`src/design/mmp_pkg.sv`:
```
// Package with the word types and fixed constants of the mecanum mixer.
`default_nettype none

package mmp_pkg;

  localparam int NUM_WHEELS = 4;
  localparam int VEL_W      = 16;
  localparam int WHEEL_W    = 18;
  localparam int MAG_W      = 17;
  localparam int DUTY_W     = 8;

  localparam logic [MAG_W-1:0]  FULL_SCALE = MAG_W'(25600);
  localparam logic [DUTY_W-1:0] DUTY_MAX   = '1;

  localparam int WH_FL = 0;
  localparam int WH_FR = 1;
  localparam int WH_BL = 2;
  localparam int WH_BR = 3;

  typedef struct packed {
    logic signed [VEL_W-1:0] vel_x;
    logic signed [VEL_W-1:0] vel_y;
    logic signed [VEL_W-1:0] vel_rot;
  } in_word_t;

  typedef struct packed {
    logic [DUTY_W-1:0] duty_front_left;
    logic [DUTY_W-1:0] duty_front_right;
    logic [DUTY_W-1:0] duty_back_left;
    logic [DUTY_W-1:0] duty_back_right;
    logic              pin_front_left;
    logic              pin_front_right;
    logic              pin_back_left;
    logic              pin_back_right;
  } out_word_t;

  typedef struct packed {
    logic [NUM_WHEELS-1:0][MAG_W-1:0] mag;
    logic [MAG_W-1:0]                 denom;
    logic [NUM_WHEELS-1:0]            pin;
  } mix_word_t;

endpackage

`default_nettype wire

```
`src/design/mmp_mix.sv`:
```
// Three-stage front end: wheel mix, magnitudes and pins, normalizing denominator.
`default_nettype none

module mmp_mix (
  input  wire logic               clk,
  input  wire logic               rst_n,
  input  wire logic               up_valid,
  output logic                    up_ready,
  input  wire mmp_pkg::in_word_t  up_word,
  output logic                    dn_valid,
  input  wire logic               dn_ready,
  output mmp_pkg::mix_word_t      dn_word
);
  import mmp_pkg::*;

  logic                      v1_r, v2_r, v3_r;
  logic                      en1, en2, en3;
  logic signed [WHEEL_W-1:0] w_r [NUM_WHEELS];
  logic signed [WHEEL_W-1:0] x_s, y_s, r_s;
  logic [NUM_WHEELS-1:0][MAG_W-1:0] mag2_r;
  logic [NUM_WHEELS-1:0]     pin2_r;
  mix_word_t                 word3_r;
  logic [MAG_W-1:0]          max01, max23, max4, denom_nxt;

  // A stage takes a new word when it is empty or its successor moves.
  assign en3      = !v3_r || dn_ready;
  assign en2      = !v2_r || en3;
  assign en1      = !v1_r || en2;
  assign up_ready = en1;

  assign x_s = WHEEL_W'(up_word.vel_x);
  assign y_s = WHEEL_W'(up_word.vel_y);
  assign r_s = WHEEL_W'(up_word.vel_rot);

  always_comb begin
    max01     = (mag2_r[0] > mag2_r[1]) ? mag2_r[0] : mag2_r[1];
    max23     = (mag2_r[2] > mag2_r[3]) ? mag2_r[2] : mag2_r[3];
    max4      = (max01 > max23) ? max01 : max23;
    denom_nxt = (max4 > FULL_SCALE) ? max4 : FULL_SCALE;
  end

  always_ff @(posedge clk) begin
    if (!rst_n) begin
      v1_r <= 1'b0;
      v2_r <= 1'b0;
      v3_r <= 1'b0;
    end else begin
      if (en1) v1_r <= up_valid;
      if (en2) v2_r <= v1_r;
      if (en3) v3_r <= v2_r;
    end
  end

  always_ff @(posedge clk) begin
    if (en1 && up_valid) begin
      w_r[WH_FL] <= y_s + x_s - r_s;
      w_r[WH_FR] <= y_s - x_s + r_s;
      w_r[WH_BL] <= y_s - x_s - r_s;
      w_r[WH_BR] <= y_s + x_s + r_s;
    end
    if (en2 && v1_r) begin
      for (int l = 0; l < NUM_WHEELS; l++) begin
        mag2_r[l] <= w_r[l][WHEEL_W-1] ? MAG_W'(-w_r[l]) : MAG_W'(w_r[l]);
      end
      // Left pins flag reverse; right pins flag forward or stopped.
      pin2_r[WH_FL] <= w_r[WH_FL][WHEEL_W-1];
      pin2_r[WH_FR] <= !w_r[WH_FR][WHEEL_W-1];
      pin2_r[WH_BL] <= w_r[WH_BL][WHEEL_W-1];
      pin2_r[WH_BR] <= !w_r[WH_BR][WHEEL_W-1];
    end
    if (en3 && v2_r) begin
      word3_r.mag   <= mag2_r;
      word3_r.pin   <= pin2_r;
      word3_r.denom <= denom_nxt;
    end
  end

  assign dn_valid = v3_r;
  assign dn_word  = word3_r;

endmodule

`default_nettype wire

```
`src/design/mmp_scale.sv`:
```
// Ten-stage back end: duty multiply, saturation check and an 8-stage divider per wheel.
`default_nettype none

module mmp_scale #(
  parameter int DUTY_FULL = 255
) (
  input  wire logic               clk,
  input  wire logic               rst_n,
  input  wire logic               up_valid,
  output logic                    up_ready,
  input  wire mmp_pkg::mix_word_t up_word,
  output logic                    dn_valid,
  input  wire logic               dn_ready,
  output mmp_pkg::out_word_t      dn_word
);
  import mmp_pkg::*;

  localparam int FW  = $clog2(DUTY_FULL + 1);
  localparam int NW  = FW + MAG_W;
  localparam int RW  = NW + DUTY_W;
  localparam int NST = DUTY_W + 2;

  logic [NST-1:0]          v_r;
  logic [NST-1:0]          en;
  logic [RW-1:0]           rem_r [NST][NUM_WHEELS];
  logic [DUTY_W-1:0]       quo_r [NST][NUM_WHEELS];
  logic [NUM_WHEELS-1:0]   sat_r [NST];
  logic [MAG_W-1:0]        den_r [NST];
  logic [NUM_WHEELS-1:0]   pin_r [NST];
  logic [NW-1:0]           prod  [NUM_WHEELS];
  logic [DUTY_W-1:0]       duty  [NUM_WHEELS];

  always_comb begin
    en[NST-1] = !v_r[NST-1] || dn_ready;
    for (int s = NST - 2; s >= 0; s--) begin
      en[s] = !v_r[s] || en[s+1];
    end
  end
  assign up_ready = en[0];

  always_ff @(posedge clk) begin
    if (!rst_n) begin
      v_r <= '0;
    end else begin
      if (en[0]) v_r[0] <= up_valid;
      for (int s = 1; s < NST; s++) begin
        if (en[s]) v_r[s] <= v_r[s-1];
      end
    end
  end

  always_comb begin
    for (int l = 0; l < NUM_WHEELS; l++) begin
      prod[l] = NW'(up_word.mag[l]) * NW'(DUTY_FULL);
    end
  end

  // Stage 0: numerator DUTY_FULL times magnitude.
  always_ff @(posedge clk) begin
    if (en[0] && up_valid) begin
      for (int l = 0; l < NUM_WHEELS; l++) begin
        rem_r[0][l] <= RW'(prod[l]);
        quo_r[0][l] <= '0;
      end
      sat_r[0] <= '0;
      den_r[0] <= up_word.denom;
      pin_r[0] <= up_word.pin;
    end
  end

  // Stage 1: a quotient of 256 or more saturates to the full duty code.
  always_ff @(posedge clk) begin
    if (en[1] && v_r[0]) begin
      for (int l = 0; l < NUM_WHEELS; l++) begin
        rem_r[1][l] <= rem_r[0][l];
        quo_r[1][l] <= quo_r[0][l];
        sat_r[1][l] <= rem_r[0][l] >= (RW'(den_r[0]) << DUTY_W);
      end
      den_r[1] <= den_r[0];
      pin_r[1] <= pin_r[0];
    end
  end

  // Restoring division, one quotient bit per stage from the top bit down.
  for (genvar s = 2; s < NST; s++) begin : g_div
    localparam int K = NST - 1 - s;
    logic [RW-1:0]     rem_nxt [NUM_WHEELS];
    logic [DUTY_W-1:0] quo_nxt [NUM_WHEELS];
    logic [RW-1:0]     dsh;

    always_comb begin
      dsh = RW'(den_r[s-1]) << K;
      for (int l = 0; l < NUM_WHEELS; l++) begin
        rem_nxt[l] = rem_r[s-1][l];
        quo_nxt[l] = quo_r[s-1][l];
        if (rem_r[s-1][l] >= dsh) begin
          rem_nxt[l]    = rem_r[s-1][l] - dsh;
          quo_nxt[l][K] = 1'b1;
        end
      end
    end

    always_ff @(posedge clk) begin
      if (en[s] && v_r[s-1]) begin
        for (int l = 0; l < NUM_WHEELS; l++) begin
          rem_r[s][l] <= rem_nxt[l];
          quo_r[s][l] <= quo_nxt[l];
        end
        sat_r[s] <= sat_r[s-1];
        den_r[s] <= den_r[s-1];
        pin_r[s] <= pin_r[s-1];
      end
    end
  end

  always_comb begin
    for (int l = 0; l < NUM_WHEELS; l++) begin
      duty[l] = sat_r[NST-1][l] ? DUTY_MAX : quo_r[NST-1][l];
    end
  end

  assign dn_valid                 = v_r[NST-1];
  assign dn_word.duty_front_left  = duty[WH_FL];
  assign dn_word.duty_front_right = duty[WH_FR];
  assign dn_word.duty_back_left   = duty[WH_BL];
  assign dn_word.duty_back_right  = duty[WH_BR];
  assign dn_word.pin_front_left   = pin_r[NST-1][WH_FL];
  assign dn_word.pin_front_right  = pin_r[NST-1][WH_FR];
  assign dn_word.pin_back_left    = pin_r[NST-1][WH_BL];
  assign dn_word.pin_back_right   = pin_r[NST-1][WH_BR];

endmodule

`default_nettype wire

```
`src/design/mecanum_mixer_pwm_core.sv`:
```
// Throughput: one word per cycle while out_ready is high.
// The 8-stage divider pipeline sets the depth, not the rate.
// Each stage advances when empty or when its successor moves, so bubbles are squeezed out
// and a stalled output still lets the front stages fill.
// Reset clears only the stage valid bits; no clearing pass, input is ready right after reset.
`default_nettype none

module mecanum_mixer_pwm_core #(
  parameter int DUTY_FULL = 255
) (
  input  wire logic                clk,
  input  wire logic                rst_n,
  input  wire logic                in_valid,
  output logic                     in_ready,
  input  wire mmp_pkg::in_word_t   in_word,
  output logic                     out_valid,
  input  wire logic                out_ready,
  output mmp_pkg::out_word_t       out_word
);
  import mmp_pkg::*;

  logic      mix_valid;
  logic      mix_ready;
  mix_word_t mix_word;

  mmp_mix u_mix (
    .clk      (clk),
    .rst_n    (rst_n),
    .up_valid (in_valid),
    .up_ready (in_ready),
    .up_word  (in_word),
    .dn_valid (mix_valid),
    .dn_ready (mix_ready),
    .dn_word  (mix_word)
  );

  mmp_scale #(
    .DUTY_FULL (DUTY_FULL)
  ) u_scale (
    .clk      (clk),
    .rst_n    (rst_n),
    .up_valid (mix_valid),
    .up_ready (mix_ready),
    .up_word  (mix_word),
    .dn_valid (out_valid),
    .dn_ready (out_ready),
    .dn_word  (out_word)
  );

endmodule

`default_nettype wire

```
`config.mk`:
```
export PLATFORM = sky130hd
export DESIGN_NAME = mecanum_mixer_pwm_core
export DESIGN_NICKNAME = d
export VERILOG_FILES = /design/src/design/mmp_pkg.sv /design/src/design/mmp_mix.sv /design/src/design/mmp_scale.sv /design/src/design/mecanum_mixer_pwm_core.sv
export SDC_FILE = /design/constraint.sdc
export NUM_CORES = 2
export LEC_CHECK = 0
export ABC_AREA = 1
export BUFFER_PORTS_ARGS = -buffer_cell sky130_fd_sc_hd__buf_4
export CAP_MARGIN = 20
export CORE_MARGIN = 2
export CORE_UTILIZATION = 25
export DETAILED_ROUTE_END_ITERATION = 8
export GPL_TIMING_DRIVEN = 0
export PLACE_DENSITY = 0.47
export RECOVER_POWER = 25
export SYNTH_ARGS = -nofsm -noshare
export SYNTH_HDL_FRONTEND = slang
export SYNTH_SLANG_ARGS = --single-unit
```
`constraint.sdc`:
```
create_clock -name clk -period 14.23 [get_ports clk]
set_input_delay 1.423 -clock clk [delete_from_list [all_inputs] [get_ports clk]]
set_output_delay 1.423 -clock clk [all_outputs]
set_load 0.01 [all_outputs]
```
# Word-level counts from Yosys, hierarchy flattened
# Memory sizes are Yosys's and may differ from the RTL's.
# Index checks and enable logic that the tools add are counted.
# Widths: inputs -> output; s select.
[op_classes]
n_addsub = 42
n_mul = 4
order_cmp = 40
n_mux = 97
reduce_logical = 41
[ops]
columns = ["cell", "count"]
rows = [
  ["$mux 33", 32],
  ["$ge 33x17->1", 4],
  ["$ge 33x18->1", 4],
  ["$ge 33x19->1", 4],
  ["$ge 33x20->1", 4],
  ["$ge 33x21->1", 4],
  ["$ge 33x22->1", 4],
  ["$ge 33x23->1", 4],
  ["$ge 33x24->1", 4],
  ["$ge 33x25->1", 4],
  ["$sub 33x17->33", 4],
  ["$sub 33x18->33", 4],
  ["$sub 33x19->33", 4],
  ["$sub 33x20->33", 4],
  ["$sub 33x21->33", 4],
  ["$sub 33x22->33", 4],
  ["$sub 33x23->33", 4],
  ["$sub 33x24->33", 4],
  ["$mux 17", 7],
  ["$mul 17x8->25 const B", 4],
  ["$neg 17->17", 4],
  ["$mux 1", 54],
  ["$gt 17x17->1", 3],
  ["$add 17x16->18", 2],
  ["8 further kinds", 50],
]
[word_totals]
register_bits = 174
ram_bits = 1962
output_inout_bits = 38
elab_cells = 254
memories = 6
[memory_table]
columns = ["memory", "words", "word_bits", "rd", "rd_clocked_by_memory_dff", "write_ports", "line", "rtl"]
rows = [
  ["u_scale.rem_r", 10, 132, 9, 0, 10, "mmp_scale.sv:25", "logic [RW-1:0] rem_r [NST][NUM_WHEELS];"],
  ["u_scale.quo_r", 10, 32, 10, 0, 10, "mmp_scale.sv:26", "logic [DUTY_W-1:0] quo_r [NST][NUM_WHEELS];"],
  ["u_scale.den_r", 10, 17, 9, 0, 10, "mmp_scale.sv:28", "logic [MAG_W-1:0] den_r [NST];"],
  ["u_mix.w_r", 4, 18, 4, 0, 4, "mmp_mix.sv:18", "logic signed [WHEEL_W-1:0] w_r [NUM_WHEELS];"],
  ["u_scale.pin_r", 10, 4, 10, 0, 10, "mmp_scale.sv:29", "logic [NUM_WHEELS-1:0] pin_r [NST];"],
  ["u_scale.sat_r", 10, 4, 9, 0, 10, "mmp_scale.sv:27", "logic [NUM_WHEELS-1:0] sat_r [NST];"],
]

# Depth between registers and ports, before layout
[logic_depth]
ltp_word = 17
ltp_mapped = 35

# Cells and area by module
# A second synthesis with hierarchy kept.
[hier_totals]
cells_unflattened = 16452
hier_area_um2 = 130184.9
[modules_own_cells]
columns = ["module", "n_inst", "cells_each", "area_per_inst_um2", "seq_area_each_um2"]
rows = [
  ["mmp_scale", 1, 14852, 114997.8, 45153.3],
  ["mmp_mix", 1, 1600, 15187.1, 6876.6],
]

# Worst setup path before layout
# Ideal clock, no wire load.
[synth_timing]
path_type = "input-to-reg"
start = "in out_ready"
end = "mem u_scale.den_r[5][0], enable pin"
setup_ns = 0.758
arrival_ns = 9.925
required_time_ns = 13.472
slack_ns = 3.547
path_stages = 6
n_path_buf = 0
path_cell_list = "nor2_1 > inv_1 > nor2_1 > nand2_1 > nor2_2 > a21oi_1"
[synth_rtl]
columns = ["item", "line", "rtl"]
rows = [
  ["start: declaration", "mecanum_mixer_pwm_core.sv:17", "input wire logic out_ready,"],
  ["end: declaration", "mmp_scale.sv:28", ""],
]

==> results.sh <==
export IMPL_avgViaCountPerCell=4.314
export IMPL_period_minus_slack_ns=5.545
export IMPL_cts_buffers=199
export IMPL_worst_slack_ns=8.685
export IMPL_p_leak_nw=51.21
export IMPL_synth_seq_area_share_pct=44.89
export IMPL_hold_depth=0
export IMPL_path_max_fanout=114
export IMPL_path_cells="clkbuf_4 -> nor2_1 -> inv_1 -> nor2_1 -> inv_1 -> nand2_1 -> clkinvlp_2 -> buf_16"
export IMPL_dp_hpwl_um=275100
export IMPL_syn2layout_area_growth_pct=13.66
export IMPL_drive_above_1_share_pct=6.296
export IMPL_r2r_cells=8
export IMPL_ys_types=81
export IMPL_pin_count=90
export IMPL_grt_first_pass_wirelength_um=498600
export IMPL_num_vias=80560
export IMPL_slew_headroom_pct=-134.5
export IMPL_critPathTopFamily="buffers and inverters"
export IMPL_dieArea_mm2=0.4642
export IMPL_place_congestion=0.8968
export IMPL_hold_buffers=0
export IMPL_die_y_um=681.3
export IMPL_wl_per_cell_um=17.63
export IMPL_synthesis_nets=13400
export IMPL_regToRegStartpoint="u_scale.v_r[9]$_SDFFE_PN0P_"
export IMPL_violations="max-capacitance violations, max-slew violations"
export IMPL_cellPowerDensity_mw_per_mm2=129.8
export IMPL_crit_start="out_ready"
export IMPL_worst_setup_path_end_kind="register"
export IMPL_worstPathArrival_ns=5.98
export IMPL_final_cells=18680
export IMPL_async_flop_share_pct=0
export IMPL_postSynthCellCount=12070
export IMPL_synth_seq_cells=1719
export IMPL_yosys_most_used_dff="edfxtp_1"
export IMPL_max_stage_delay_ns=2.48
export IMPL_avgSynthCellArea_um2=9.506
export IMPL_timing_final_crit_share_pct=38.97
export IMPL_clk_pin_slew_worst_paths_ns=0.06
export IMPL_hold_viol=0
export IMPL_worst_slew_pin_slew_ns=3.518
export IMPL_rsz0062_at_grt="false"
export IMPL_maxCapViolCount=4
export IMPL_clockBufferDepth=4
export IMPL_drtIter0Drc=4674
export IMPL_drv_slew=169
export IMPL_rrSetupSlack_ns=8.99
export IMPL_grt_overflow=0
export IMPL_ir_drop_mv=0.1157
export IMPL_clock_sinks=1719
export IMPL_dp_slack_ns=8.500
export IMPL_placed_cells=18310
export IMPL_wl_um=329200
export IMPL_htreeDepth=4
export IMPL_ctsResizeCount=0
export IMPL_ant_nets=0
export IMPL_clock_latency_ns=0.89
export IMPL_crit_slowest_cell="clkinvlp_2"
export IMPL_nets=13720
export IMPL_cts_root_buf="clkbuf_16"
export IMPL_initial_core_util_pct=25.13
export IMPL_fin_skew_ns=0.07563
export IMPL_endpoint="u_scale.sat_r[8][0]$_DFFE_PP_"
export IMPL_cts_tree="built"
export IMPL_route_detailed_drc=0
export IMPL_reg2reg_to="u_scale.sat_r[8][0]$_DFFE_PP_"
export IMPL_cp_required_ns=14.67
export IMPL_rows=248
export IMPL_fmax_ghz=0.1803
export IMPL_antenna_found_initial=3
export IMPL_synth_edff_count=1706
export IMPL_post_cts_buffers=0
export IMPL_core_mm2=0.4564
export IMPL_die_x_um=681.3
export IMPL_dr_pass1_iters=6
export IMPL_syn_area_mm2=0.1147
export IMPL_grt_max_degree=127
export IMPL_yosysWarnings=0
export IMPL_port_buffers=89
export IMPL_start_kind="primary input"
export IMPL_cp_buffers_inverters=5
export IMPL_groute_usage_overall_pct=13.95
export IMPL_setup_viol=0
export IMPL_grt_pass1_vias=81210
export IMPL_outcome="finished, violations left"
export IMPL_crit_cells=8
export IMPL_hold_class="register to register"
export IMPL_path_class="primary input to register"
kinds of logic (layout without fill, tap and decap cells):
| kind of cell | count (synthesis) | after routing | share of synthesized area (%) |
|---|---|---|---|
| buffers and inverters | 1856 | 2339 | 6.262 |
| adder cells (fa/ha/maj) | 1280 | 1280 | 16.15 |
| flip-flops | 1719 | 1719 | 44.89 |
| AND/OR/NAND/NOR | 4156 | 4156 | 15.65 |
| other | 0 | 2 | 0 |
| XOR/XNOR | 813 | 813 | 6.208 |
| AO/OA/AOI/OAI | 2241 | 2241 | 10.84 |
synthesized netlist by cell type (11+ instances only):
cell	count	area [um2]
nand4_1	147	919.6
o21ai_1	59	295.3
nand3b_1	46	345.3
a21oi_2	22	192.7
xnor2_1	381	3337
o31ai_1	19	142.6
o21ai_0	813	4069
buf_4	16	120.1
o2111ai_1	24	210.2
o21a_1	35	262.8
a31oi_1	59	369.1
or2_2	126	788.3
inv_2	14	52.55
fa_1	334	6686
clkbuf_1	55	206.5
xor2_1	432	3784
a211oi_1	17	127.6
dfxtp_1	13	260.3
a21o_1	47	352.8
o21bai_1	35	262.8
nor3_1	193	965.9
nand3_1	353	1767
o21ai_2	25	219.0
buf_2	61	305.3
nor2_1	1064	3994
a21boi_0	24	180.2
a21boi_1	11	82.58
nor4_1	120	750.7
nand2_1	1998	7500
and2_1	17	106.4
inv_1	1691	6347
o211ai_1	51	382.9
ha_1	946	11840
edfxtp_1	1706	51230
a21oi_1	944	4725
o311ai_0	13	113.9
nor2_2	22	137.6
nand3_2	12	120.1
cell type report:
cell class	count	area (um2)
fill	48120	326100
multi-input combinational	8490	56060
sequential	1719	51490
tap	6125	7664
inverter	1708	6434
clock buffer	235	5136
clock inverter	126	1466
timing repair buffer	122	1336
buffer	148	770.7
antenna	2	5.005
power breakdown:
part / internal, mW / switching [mW] / total, mW / leakage [nW]
clock network: 3.05 / 2.18 / 5.23 / 3.18
registers: 6.14 / 0.235 / 6.38 / 15.5
logic: 2.14 / 3.19 / 5.32 / 32.6
total: 11.3 / 5.60 / 16.9 / 51.2
flip-flops by register name, indices dropped and copies added, names as in the netlist:
register / flops
u_scale.pin_r: 40
u_mix.v2_r: 1
u_scale.den_r: 153
u_mix.v1_r: 1
u_scale.sat_r: 36
u_mix.w_r: 70
u_scale.rem_r: 1106
u_scale.v_r: 10
u_mix.mag2_r: 66
u_scale.quo_r: 144
u_mix.dn_word: 87
u_mix.pin2_r: 4
u_mix.dn_valid: 1
worst min-delay path by stage:
stage / startpoint / endpoint
global placement: u_scale.quo_r[4][10]$_DFFE_PP_ / u_scale.quo_r[4][42]$_DFFE_PP_
detailed placement: u_scale.pin_r[1][1]$_DFFE_PP_ / u_scale.pin_r[2][1]$_DFFE_PP_
CTS: u_mix.dn_word[12]$_SDFFCE_PP0P_ / u_scale.den_r[0][8]$_DFFE_PP_
finish: u_mix.dn_word[12]$_SDFFCE_PP0P_ / u_scale.den_r[0][8]$_DFFE_PP_
floorplan: u_mix.pin2_r[0]$_DFFE_PP_ / u_mix.dn_word[0]$_DFFE_PP_
global route: u_scale.sat_r[8][3]$_DFFE_PP_ / u_scale.sat_r[9][3]$_DFFE_PP_
per-layer routing:
metal | up-vias | global-route usage [%] | part of all wire (%)
met4 | 0 | 5.895 | 4.8
met1 | 36860 | 17.72 | 45
met2 | 1293 | 24.16 | 48
li1 | 41900 | - | -
met3 | 505 | 1.305 | 2.7
met5 | - | 0 | 0
layout by cell type, fill, tap and decap left out, types with 22 or more instances in the layout:
| master | netlist | routed |
|---|---|---|
| clkinv_1 | 3 | 32 |
| clkbuf_1 | 55 | 94 |
| a31oi_1 | 59 | 59 |
| a21boi_0 | 24 | 24 |
| xnor2_1 | 381 | 381 |
| buf_12 | 1 | 23 |
| o21ai_2 | 25 | 25 |
| xor2_1 | 432 | 432 |
| o211ai_1 | 51 | 51 |
| nand3_1 | 353 | 353 |
| inv_1 | 1691 | 1685 |
| o21bai_1 | 35 | 35 |
| o21ai_1 | 59 | 59 |
| a21oi_2 | 22 | 22 |
| nor4_1 | 120 | 120 |
| a21o_1 | 47 | 47 |
| edfxtp_1 | 1706 | 1706 |
| nor2_1 | 1064 | 1063 |
| clkinv_2 | 0 | 28 |
| ha_1 | 946 | 946 |
| nand3b_1 | 46 | 46 |
| nand2_1 | 1998 | 1998 |
| fa_1 | 334 | 334 |
| o21a_1 | 35 | 35 |
| nor3_1 | 193 | 193 |
| or2_2 | 126 | 126 |
| bufinv_16 | 0 | 25 |
| o2111ai_1 | 24 | 24 |
| clkbuf_16 | 0 | 200 |
| buf_4 | 16 | 103 |
| o21ai_0 | 813 | 813 |
| nand4_1 | 147 | 147 |
| a21oi_1 | 944 | 942 |
| buf_2 | 61 | 61 |
metrics by stage:
stage	TNS, ns	hold WS (ns)	util [%]	area [um2]	power [mW]
final	0	0.3866	28.56	130400	16.93
after global placement	-126.60	0.4007	26.95	123000	11.89
after global routing	0	0.3822	28.56	130400	18.23
after detailed placement	0	0.4045	27.13	123800	11.87
after CTS	0	0.3766	28.58	130400	17.21
after floorplan	0	0.4003	-	114700	10.50
(Power assumes the default switching activity.)
